`config.mk`:
```
export PLATFORM = sky130hd
export DESIGN_NAME = tli_front
export DESIGN_NICKNAME = d
export VERILOG_FILES = /design/src/hw/rtl/text_line_indexer_unit_assert.svh /design/src/hw/rtl/tli_pkg.sv /design/src/hw/rtl/tli_front.sv
export SDC_FILE = /design/constraint.sdc
export NUM_CORES = 1
export LEC_CHECK = 0
export ABC_AREA = 1
export BUFFER_PORTS_ARGS = -buffer_cell sky130_fd_sc_hd__buf_2
export CORE_ASPECT_RATIO = 0.6
export CORE_MARGIN = 10
export CORE_UTILIZATION = 61
export DETAILED_ROUTE_END_ITERATION = 8
export HOLD_SLACK_MARGIN = 0.15
export PLACE_DENSITY = 0.84
export SYNTH_ARGS = -nofsm -noshare
export SYNTH_HDL_FRONTEND = slang
export SYNTH_SLANG_ARGS = --single-unit
```
`constraint.sdc`:
```
create_clock -name clk -period 6 [get_ports clk]
set_input_delay 1.2 -clock clk [delete_from_list [all_inputs] [get_ports clk]]
set_output_delay 1.2 -clock clk [all_outputs]
set_load 0.01 [all_outputs]
```
`src/hw/rtl/text_line_indexer_unit_assert.svh`:
```
// Assertion macros for the text line indexer RTL, included by tli_back.
// Each macro expects signals named clk and arst_n in the enclosing module.
`ifndef TEXT_LINE_INDEXER_UNIT_ASSERT_SVH
`define TEXT_LINE_INDEXER_UNIT_ASSERT_SVH

// A condition that holds at every clock edge outside reset.
`define TLI_CHECK(label, cond, msg) \
	label: assert property (@(posedge clk) disable iff (!arst_n) (cond)) else $error(msg);

// A condition that holds at every edge at which the antecedent holds.
`define TLI_CHECK_IMP(label, ante, cons, msg) \
	label: assert property (@(posedge clk) disable iff (!arst_n) (ante) |-> (cons)) \
		else $error(msg);

`endif

```
`src/hw/rtl/tli_pkg.sv`:
```
// Types, codes and helpers shared by the text line indexer modules.
// No dependencies.
package tli_pkg;

	localparam logic [7:0] CH_CR = 8'h0D;
	localparam logic [7:0] CH_LF = 8'h0A;

	localparam logic RK_LINE   = 1'b0;
	localparam logic RK_LOOKUP = 1'b1;

	localparam int QUEUE_DEPTH = 4;
	localparam int QPTR_W      = 2;

	typedef enum logic [1:0] {
		REQ_CLEAR  = 2'd0,
		REQ_BYTE   = 2'd1,
		REQ_EOT    = 2'd2,
		REQ_LOOKUP = 2'd3
	} req_t;

	typedef enum logic [1:0] {
		BC_OTHER = 2'd0,
		BC_CR    = 2'd1,
		BC_LF    = 2'd2
	} byte_class_t;

	typedef struct packed {
		req_t        req;
		byte_class_t bclass;
		logic [15:0] query;
	} cmd_t;

	function automatic logic [15:0] low16(input logic [31:0] v);
		return v[15:0];
	endfunction

	function automatic logic [9:0] low10(input logic [31:0] v);
		return v[9:0];
	endfunction

endpackage

```
`src/hw/rtl/tli_front.sv`:
```
// Front end of the text line indexer: accepts request beats, classifies them
// and holds them in a short command queue. Depends on tli_pkg.
module tli_front import tli_pkg::*; (
	input  logic        clk,
	input  logic        arst_n,
	input  logic        req_valid,
	output logic        req_stall,
	input  logic [1:0]  req_type,
	input  logic [7:0]  data_byte,
	input  logic [15:0] query_position,
	output logic        cmd_valid,
	output cmd_t        cmd,
	input  logic        cmd_pop
);

	cmd_t              queue_q [QUEUE_DEPTH];
	logic [QPTR_W-1:0] wr_ptr_q;
	logic [QPTR_W-1:0] rd_ptr_q;
	logic [QPTR_W:0]   fill_q;
	logic              push;
	logic              pop;
	cmd_t              new_cmd;

	always_comb begin
		new_cmd.req = req_t'(req_type);
		new_cmd.query = query_position;
		if (data_byte == CH_CR) begin
			new_cmd.bclass = BC_CR;
		end else if (data_byte == CH_LF) begin
			new_cmd.bclass = BC_LF;
		end else begin
			new_cmd.bclass = BC_OTHER;
		end
	end

	assign req_stall = (fill_q == (QPTR_W+1)'(QUEUE_DEPTH));
	assign cmd_valid = (fill_q != '0);
	assign cmd = queue_q[rd_ptr_q];
	assign push = req_valid && !req_stall;
	assign pop = cmd_pop && cmd_valid;

	always_ff @(posedge clk) begin
		if (push) begin
			queue_q[wr_ptr_q] <= new_cmd;
		end
	end

	always_ff @(posedge clk or negedge arst_n) begin
		if (!arst_n) begin
			wr_ptr_q <= '0;
			rd_ptr_q <= '0;
			fill_q <= '0;
		end else begin
			if (push) begin
				wr_ptr_q <= wr_ptr_q + 1'b1;
			end
			if (pop) begin
				rd_ptr_q <= rd_ptr_q + 1'b1;
			end
			case ({push, pop})
				2'b10: fill_q <= fill_q + 1'b1;
				2'b01: fill_q <= fill_q - 1'b1;
				default: fill_q <= fill_q;
			endcase
		end
	end

endmodule

```
==> Implementation_results.wiki, run 1 <==
{| class="wikitable"
! Metric !! Value
|-
| Status || finished clean
|-
| Core outline area || 5728 um2
|-
| CP arrival || 2.15 ns
|-
| Final critical-path required period || 3.348 ns
|-
| Remaining global-route overflow || 0
|-
| Worst reg2reg path endpoint || queue_q[1][14]
|-
| Number of buffers inserted for hold repair after clock tree synthesis || 0
|-
| Die span in x || 120.5 um
|-
| WL/cell || 15.65 um
|-
| Clock group share of total power || 23.5%
|-
| Cell taking the most area after synthesis || edfxtp_1
|-
| Global-route total usage across every layer || 14.95%
|-
| Clock transition time at the flip-flop clock pins of the worst setup and hold paths || 0.08 ns
|-
| Number of gates resized after CTS || 0
|-
| Count of cell types in the netlist || 17
|-
| Syn-to-layout area delta || 13.69%
|-
| Hold crit path type || reg2reg
|-
| Switching Share || 34.98%
|-
| Antenna violations before repair || 0
|-
| Power density cells || 479.3 nW/um2
|-
| Non-Filler Cell Area, Final || 4199 um2
|-
| Sw power || 0.7040 mW
|-
| Actual transition at the worst max-transition pin || 1.165 ns
|-
| Share of the clock period used by the worst path after layout || 55.81%
|-
| Number of sinks on the clock net || 87
|-
| Maximum vdd ir drop || 0.0002118 V
|-
| Via count || 2258
|-
| First-pass GRT wire length || 11190 um
|-
| Number of detailed-routing iterations run before antenna repair || 4
|-
| Vert. Die Dim || 80.28 um
|-
| Cell depth of the worst min-delay path || 1
|-
| Headroom to the max-slew limit || 22.28%
|-
| Clock tree root driver cell || clkbuf_8
|-
| Total internal power || 1.308 mW
|-
| Iteration-0 DRC count of the detailed router || 175
|-
| Syn avg cell area || 12.23 um2
|-
| Origin of the worst min-delay path || fill_q[0]
|-
| I/O pin count || 52
|-
| Slowest cell on the critical path || dfrtp_1
|-
| Row cnt || 21
|-
| Count of antenna-violating nets left after detailed routing || 0
|-
| Number of buffers created by CTS || 9
|-
| Non-Filler Instances || 439
|-
| Proportion of power drawn by flip-flops and latches || 43.0%
|-
| Placed Area || 3964 um2
|-
| Hold-critical path endpoint || fill_q[0]
|-
| Share of layout cells above drive strength 1 || 21.73%
|-
| Highest clock rate || 0.2987 GHz
|-
| Filler cell count || 401
|-
| Post-CTS Repair Setup Buffers || 0
|-
| R2r worst-path depth || 4
|-
| NumNets Final || 390
|-
| Final clock skew || 0.006647 ns
|-
| Critical Path Source || rd_ptr_q[1]
|-
| WP data required || 4.80 ns
|-
| Number of hold-slack violations in the final timing report || 0
|-
| Largest net degree at the start of global routing || 65
|-
| Yosys reg bits || 87
|-
| Reg-to-reg critical path startpoint || fill_q[0]
|-
| Worst hold-check slack || 0.5038 ns
|-
| Fraction of power consumed by combinational cells || 33.5%
|-
| Sort of element at the start of the critical path || flip-flop
|-
| Number of pins exceeding their max-slew limit in the final report || 0
|-
| Capturing element type of the critical path || output pin
|-
| Clock tree from TritonCTS || yes
|-
| Count of port buffers added during placement || 51
|-
| RSZ-0062 raised after global routing || no
|-
| Max capacitance violation total || 0
|-
| Share of the synthesized area in the top cell type || 65.04%
|-
| N_diodes || 0
|-
| Sum of routed wire length over all layers || 6869 um
|-
| Leakage component of the power || 1.793 nW
|-
| Ordered cell list for the critical path || inv_2 -> o211ai_1 -> nand2_1 -> buf_2
|-
| DRC errors left || 0
|-
| Total nets after synthesis || 338
|-
| Per-cell via count in the routed design || 5.144
|-
| Setup slack of the most critical reg-to-reg path || 3.95 ns
|-
| Starting Density || 64.48%
|-
| Post-synth design cell area || 3694 um2
|-
| Worst-skew pair later-pin latency || 0.35 ns
|-
| Leading cell types by total area after synthesis || edfxtp_1 65%, nand2_1 7.9%, o211ai_1 7.7%
|-
| Slowest Stage Delay on Critical Path || 0.91 ns
|-
| Number of instances in the placed design || 423
|-
| Share of the core filled with cells in the final layout || 73.31%
|-
| Synthesized instance count || 302
|-
| Hpwl dp || 4423 um
|-
| Register area share after synthesis || 69.78%
|-
| Setup Viol. Count Final || 0
|-
| Clock Path Buffers || 2
|-
| Weighted congestion at the end of routability-driven global placement || 0.7291
|-
| DIE AREA || 9670 um2
|-
| Maximum level of the CTS H-tree || 3
|-
| Critical Path Fanout Max || 23
|-
| Number of global-route vias before repair || 2287
|-
| Class of the most critical setup path || reg2out
|-
| Sum of negative setup slack || 0 ns
|-
| Yosys warnings || 0
|}
## layout make-up
cell class / instances / area (um2) / area share, %
clock inverter: 6 / 107.6 / 2.563
inverter: 57 / 214.0 / 5.095
tap: 80 / 100.1 / 2.384
clock buffer: 10 / 127.6 / 3.039
sequential: 87 / 2577 / 61.38
multi-input combinational: 146 / 802.0 / 19.10
timing repair buffer: 53 / 270.3 / 6.436
## power by group through the flow
stage | combinational, mW | clock (mW) | sequential, mW
detailed placement | 0.688 | 0 | 0.880
CTS | 0.694 | 0.480 | 0.866
global placement | 0.659 | 0 | 0.872
global route | 0.774 | 0.501 | 0.879
finish | 0.675 | 0.472 | 0.866
floorplan | 0.515 | 0 | 0.850
## cells in the mapped netlist
| cell | number |
|---|---|
| o211ai_1 | 38 |
| nand2_2 | 1 |
| inv_2 | 4 |
| nand4_1 | 2 |
| o211ai_2 | 2 |
| buf_6 | 8 |
| buf_2 | 4 |
| o21ai_0 | 1 |
| edfxtp_1 | 80 |
| nor2_1 | 9 |
| inv_1 | 53 |
| xnor2_1 | 1 |
| dfrtp_1 | 7 |
| nand2_1 | 78 |
| ha_1 | 5 |
| fa_1 | 1 |
| nand3_1 | 8 |
## layer usage
| layer | vias to the layer above | global-route usage, % | share of wire, % |
|---|---|---|---|
| li1 | 1127 | - | - |
| met1 | 1071 | 16.93 | 43 |
| met5 | - | 0 | 0 |
| met2 | 52 | 25.35 | 50 |
| met3 | 8 | 5.517 | 5.9 |
| met4 | 0 | 6.235 | 1.0 |
## kinds of logic (layout without fill, tap and decap cells)
family                   after synthesis  after routing  synth area share (%)
adder cells (fa/ha/maj)                6              6                 2.236
XOR/XNOR                               1              1                0.2372
flip-flops                            87             87                 69.78
AND/OR/NAND/NOR                       98             98                 10.43
AO/OA/AOI/OAI                         41             41                 8.536
buffers and inverters                 69            126                 8.774
## stage by stage
stage                     setup WS (ns)  power, mW
after floorplan                   3.444      1.365
after global placement            3.114      1.531
after detailed placement          3.020      1.568
after CTS                         2.634      2.040
after global routing              2.399      2.154
final                             2.652      2.012
## registers in the layout, indices dropped and copies added, names as in the netlist
register	flops
wr_ptr_q	2
fill_q	3
queue_q	80
rd_ptr_q	2
## critical path, delay by kind of cell, from the launching register on
kind | cells | cell delay [ns]
AO/OA/AOI/OAI | 1 | 0.22
AND/OR/NAND/NOR | 1 | 0.10
flip-flops | 1 | 0.91
buffers and inverters | 2 | 0.56
## placed cells by master (no fill, tap or decap), types with 3 or more instances in the layout
cell	netlist	layout
inv_1	53	53
bufinv_16	0	3
clkbuf_8	0	9
nor2_2	0	4
inv_2	4	4
nand2_1	78	78
ha_1	5	5
buf_2	4	51
nand3_1	8	8
dfrtp_1	7	7
o211ai_1	38	38
edfxtp_1	80	80
nor2_1	9	5
## how the worst max path moves through the flow
stage	endpoint	cells after the start	slack, ns
after floorplan	queue_q[0][0]	2	3.44
final	cmd[11]	4	2.65
after CTS	cmd[14]	4	2.63
after global routing	cmd[11]	4	2.40
after global placement	cmd[11]	4	3.11
after detailed placement	cmd[14]	4	3.02
No activity file was read; power rests on OpenSTA's default activity.
==> inputs of run 2 (changes only) <==
Settings changed: ABC_AREA 1 to 0, CORE_UTILIZATION 61 to 56, PLACE_DENSITY 0.84 to 0.79.
Clock period 6 ns to 3.1 ns, I/O delays scaled along.
==> Implementation_results.wiki, run 2 <==
{| class="wikitable"
! Metric !! Value
|-
| Status || finished clean
|-
| Synthesized instance count || 146 (-52%)
|-
| Number of buffers and inverters on the critical path || 2 (unchanged)
|-
| Syn avg cell area || 23.05 um2 (+88%)
|-
| Core outline area || 5702 um2 (-0.46%)
|-
| Slowest Stage Delay on Critical Path || 0.60 ns (-0.31 ns)
|-
| WP data required || 2.48 ns (-2.32 ns)
|-
| Iteration-0 DRC count of the detailed router || 100 (-43%)
|-
| Placed Area || 3704 um2 (-6.6%)
|-
| Share of the synthesized area in the top cell type || 71.38% (+6.3 points)
|-
| Setup Viol. Count Final || 0 (unchanged)
|-
| Largest net degree at the start of global routing || 22 (-66%)
|-
| EDFF count, synth || 80 (unchanged)
|-
| Most frequent cell after synthesis || edfxtp_1
|-
| Commonest cells in the netlist || 80 x edfxtp_1, 18 x mux4_2, 7 x dfrtp_1
|-
| Sum of routed wire length over all layers || 6010 um (-13%)
|-
| CP arrival || 1.95 ns (-0.20 ns)
|-
| Number of instances in the placed design || 275 (-35%)
|-
| Sort of element at the start of the critical path || flip-flop
|-
| Power density cells || 940.8 nW/um2 (+96%)
|-
| Highest clock rate || 0.3890 GHz
|-
| Die span in x || 120.1 um (-0.31%)
|-
| Worst-skew pair later-pin latency || 0.36 ns (about the same)
|-
| Clock tree root driver cell || clkbuf_8
|-
| Number of buffers created by CTS || 9 (unchanged)
|-
| Leading cell types by total area after synthesis || edfxtp_1 71%, mux4_2 12%, dfrtp_1 5.2%
|-
| Sum of negative setup slack || 0 ns (unchanged)
|-
| Flip-flop count of the largest register, all copies and words added || 80 (unchanged)
|-
| DIE AREA || 9613 um2 (-0.59%)
|-
| Commonest cells after routing, fill and taps aside || 80 x edfxtp_1, 51 x buf_2, 18 x mux4_2, 9 x clkbuf_8, 7 x dfrtp_1
|-
| Share of the clock period used by the worst path after layout || 82.92%
|-
| Weighted congestion at the end of routability-driven global placement || 0.7674 (+5.3%)
|-
| Post-synth design cell area || 3366 um2 (-8.9%)
|-
| Row cnt || 21 (unchanged)
|-
| Critical Path Fanout Max || 9 (-61%)
|-
| Leakage component of the power || 1.439 nW (-20%)
|-
| Number of pins exceeding their max-slew limit in the final report || 0 (unchanged)
|-
| Yosys reg bits || 87 (unchanged)
|-
| Category of cells accounting for the largest share of critical-path delay || flip-flops
|-
| Starting Density || 59.03% (-5.5 points)
|-
| Number of sinks on the clock net || 87 (unchanged)
|-
| Maximum vdd ir drop || 0.0004659 V (+120%)
|-
| Per-cell via count in the routed design || 5.445 (+5.9%)
|-
| Fraction of registers with async set/reset || 8.046% (unchanged)
|-
| Count of cell types in the netlist || 23 (+6)
|-
| Cell taking the most area after synthesis || edfxtp_1
|-
| Count of antenna-violating nets left after detailed routing || 0 (unchanged)
|-
| Total nets after synthesis || 182 (-46%)
|-
| Count of port buffers added during placement || 51 (unchanged)
|-
| Global-route total usage across every layer || 13.58% (-1.4 points)
|-
| Clock tree from TritonCTS || yes
|-
| Top register by number of flip-flops || queue_q
|-
| DRC errors left || 0 (unchanged)
|-
| Clock transition time at the flip-flop clock pins of the worst setup and hold paths || 0.08 ns (about the same)
|-
| Slowest cell on the critical path || dfrtp_1
|-
| Via count || 1590 (-30%)
|-
| Total design power || 3.716 mW (+85%)
|-
| Most used flip-flop cell after synthesis || edfxtp_1
|-
| Share of layout cells above drive strength 1 || 44.81% (+23 points)
|-
| Hpwl dp || 4117 um (-6.9%)
|-
| Registers with the most flip-flops || queue_q x80, fill_q x3
|-
| Leading cell type in the layout, fill and taps excluded || edfxtp_1
|-
| N_diodes || 0 (unchanged)
|-
| Actual transition at the worst max-transition pin || 0.9391 ns (-0.2255 ns)
|-
| Vert. Die Dim || 80.05 um (-0.28%)
|-
| Non-Filler Cell Area, Final || 3950 um2 (-5.9%)
|-
| Capturing element type of the critical path || output pin
|-
| Register area share after synthesis || 76.58% (+6.8 points)
|-
| Hold crit path type || in2reg
|-
| Yosys warnings || 0 (unchanged)
|-
| Maximum level of the CTS H-tree || 3 (unchanged)
|-
| Number of global-route vias before repair || 1868 (-18%)
|-
| Ordered cell list for the critical path || buf_4 -> mux4_2 -> buf_2
|-
| Remaining global-route overflow || 0 (unchanged)
|-
| Number of buffers inserted for hold repair after clock tree synthesis || 1 (+1)
|-
| First-pass GRT wire length || 9763 um (-13%)
|-
| Non-Filler Instances || 292 (-33%)
|-
| RSZ-0062 raised after global routing || no
|-
| Headroom to the max-slew limit || 37.39% (+15 points)
|-
| Post-CTS Repair Setup Buffers || 0 (unchanged)
|-
| WL/cell || 20.58 um (+32%)
|-
| Final clock skew || 0.008321 ns (+0.001675 ns)
|-
| Number of detailed-routing iterations run before antenna repair || 4 (unchanged)
|-
| Class of the most critical setup path || reg2out
|-
| NumNets Final || 243 (-38%)
|-
| I/O pin count || 52 (unchanged)
|-
| Syn-to-layout area delta || 17.36%
|-
| Clock Path Buffers || 2 (unchanged)
|-
| Number of gates resized after CTS || 0 (unchanged)
|-
| Max capacitance violation total || 0 (unchanged)
|-
| Number of hold-slack violations in the final timing report || 0 (unchanged)
|-
| Final critical-path required period || 2.570 ns
|-
| Antenna violations before repair || 0 (unchanged)
|}
run 2: cell count changes after synthesis, sizes merged, moves of 2 or more:
| cell | previous run | this run |
|---|---|---|
| nor2 | 9 | 1 |
| nand4 | 2 | 0 |
| inv | 57 | 6 |
| and2 | 0 | 4 |
| o211ai | 40 | 0 |
| xnor2 | 1 | 3 |
| mux4 | 0 | 20 |
| nand3 | 8 | 0 |
| nand2 | 79 | 3 |
| xor2 | 0 | 3 |
| buf | 12 | 4 |
run 2: worst register-to-register path: stages (launching register included):
cell and delay (ns):
dfrtp_1 0.46, nor3b_4 0.27, nor2b_4 0.09, inv_1 0.08
ha_1 0.19, inv_1 0.06, fa_1 0.37, xor2_1 0.15
nor2_1 0.11, xor2_1 0.18
run 2: metrics by stage:
stage	util, %	worst slack, ns	hold WS [ns]
2_1_floorplan	-	1.187	0.3244
3_3_place_gp	64.96	0.8907	0.4600
3_5_place_dp	64.96	0.8858	0.4745
4_1_cts	69.28	0.4807	0.4595
5_1_grt	69.28	0.3672	0.4491
6_report	69.28	0.5295	0.4773
run 2: per-layer routing:
layer,part of all wire (%),up-vias,GRT usage [%]
met5,0,-,0
li1,-,712,-
met4,0.97,0,3.717
met2,49,54,22.37
met1,42,813,14.89
met3,8.0,11,7.891
run 2: final cells by class:
cell class / count / area [um2]
multi-input combinational: 49 / 733.2
timing repair buffer: 54 / 280.3
clock buffer: 10 / 127.6
sequential: 87 / 2577
clock inverter: 6 / 108.9
tap: 80 / 100.1
inverter: 6 / 22.52
fill: 377 / 1752
run 2: final timing paths:
kind	slack, ns	start	cells after the start	endpoint
max	0.53	rd_ptr_q[0]	3	cmd[18]
min	0.48	req_type[0]	1	queue_q[3][18]
max reg2reg	1.06	fill_q[0]	9	fill_q[2]
min reg2reg	0.56	fill_q[2]	1	fill_q[2]
max in group asynchronous	2.27	arst_n	2	wr_ptr_q[1]
min in group asynchronous	0.65	arst_n	2	fill_q[1]
run 2: power by group:
part	switching, mW	internal (mW)	total [mW]
registers	0.173	1.56	1.74
clock network	0.381	0.535	0.916
logic	0.526	0.538	1.06
total	1.08	2.64	3.72
run 2: logic make-up after synthesis:
group | share of synthesized area (%)
xor gates and xnor gates | 1.562
buffers and inverters | 1.636
adders and majority gates | 2.454
muxes | 14.35
DFF | 76.58
AOI/OAI and AO/OA | 0.2974
and+or+nand+nor | 3.123
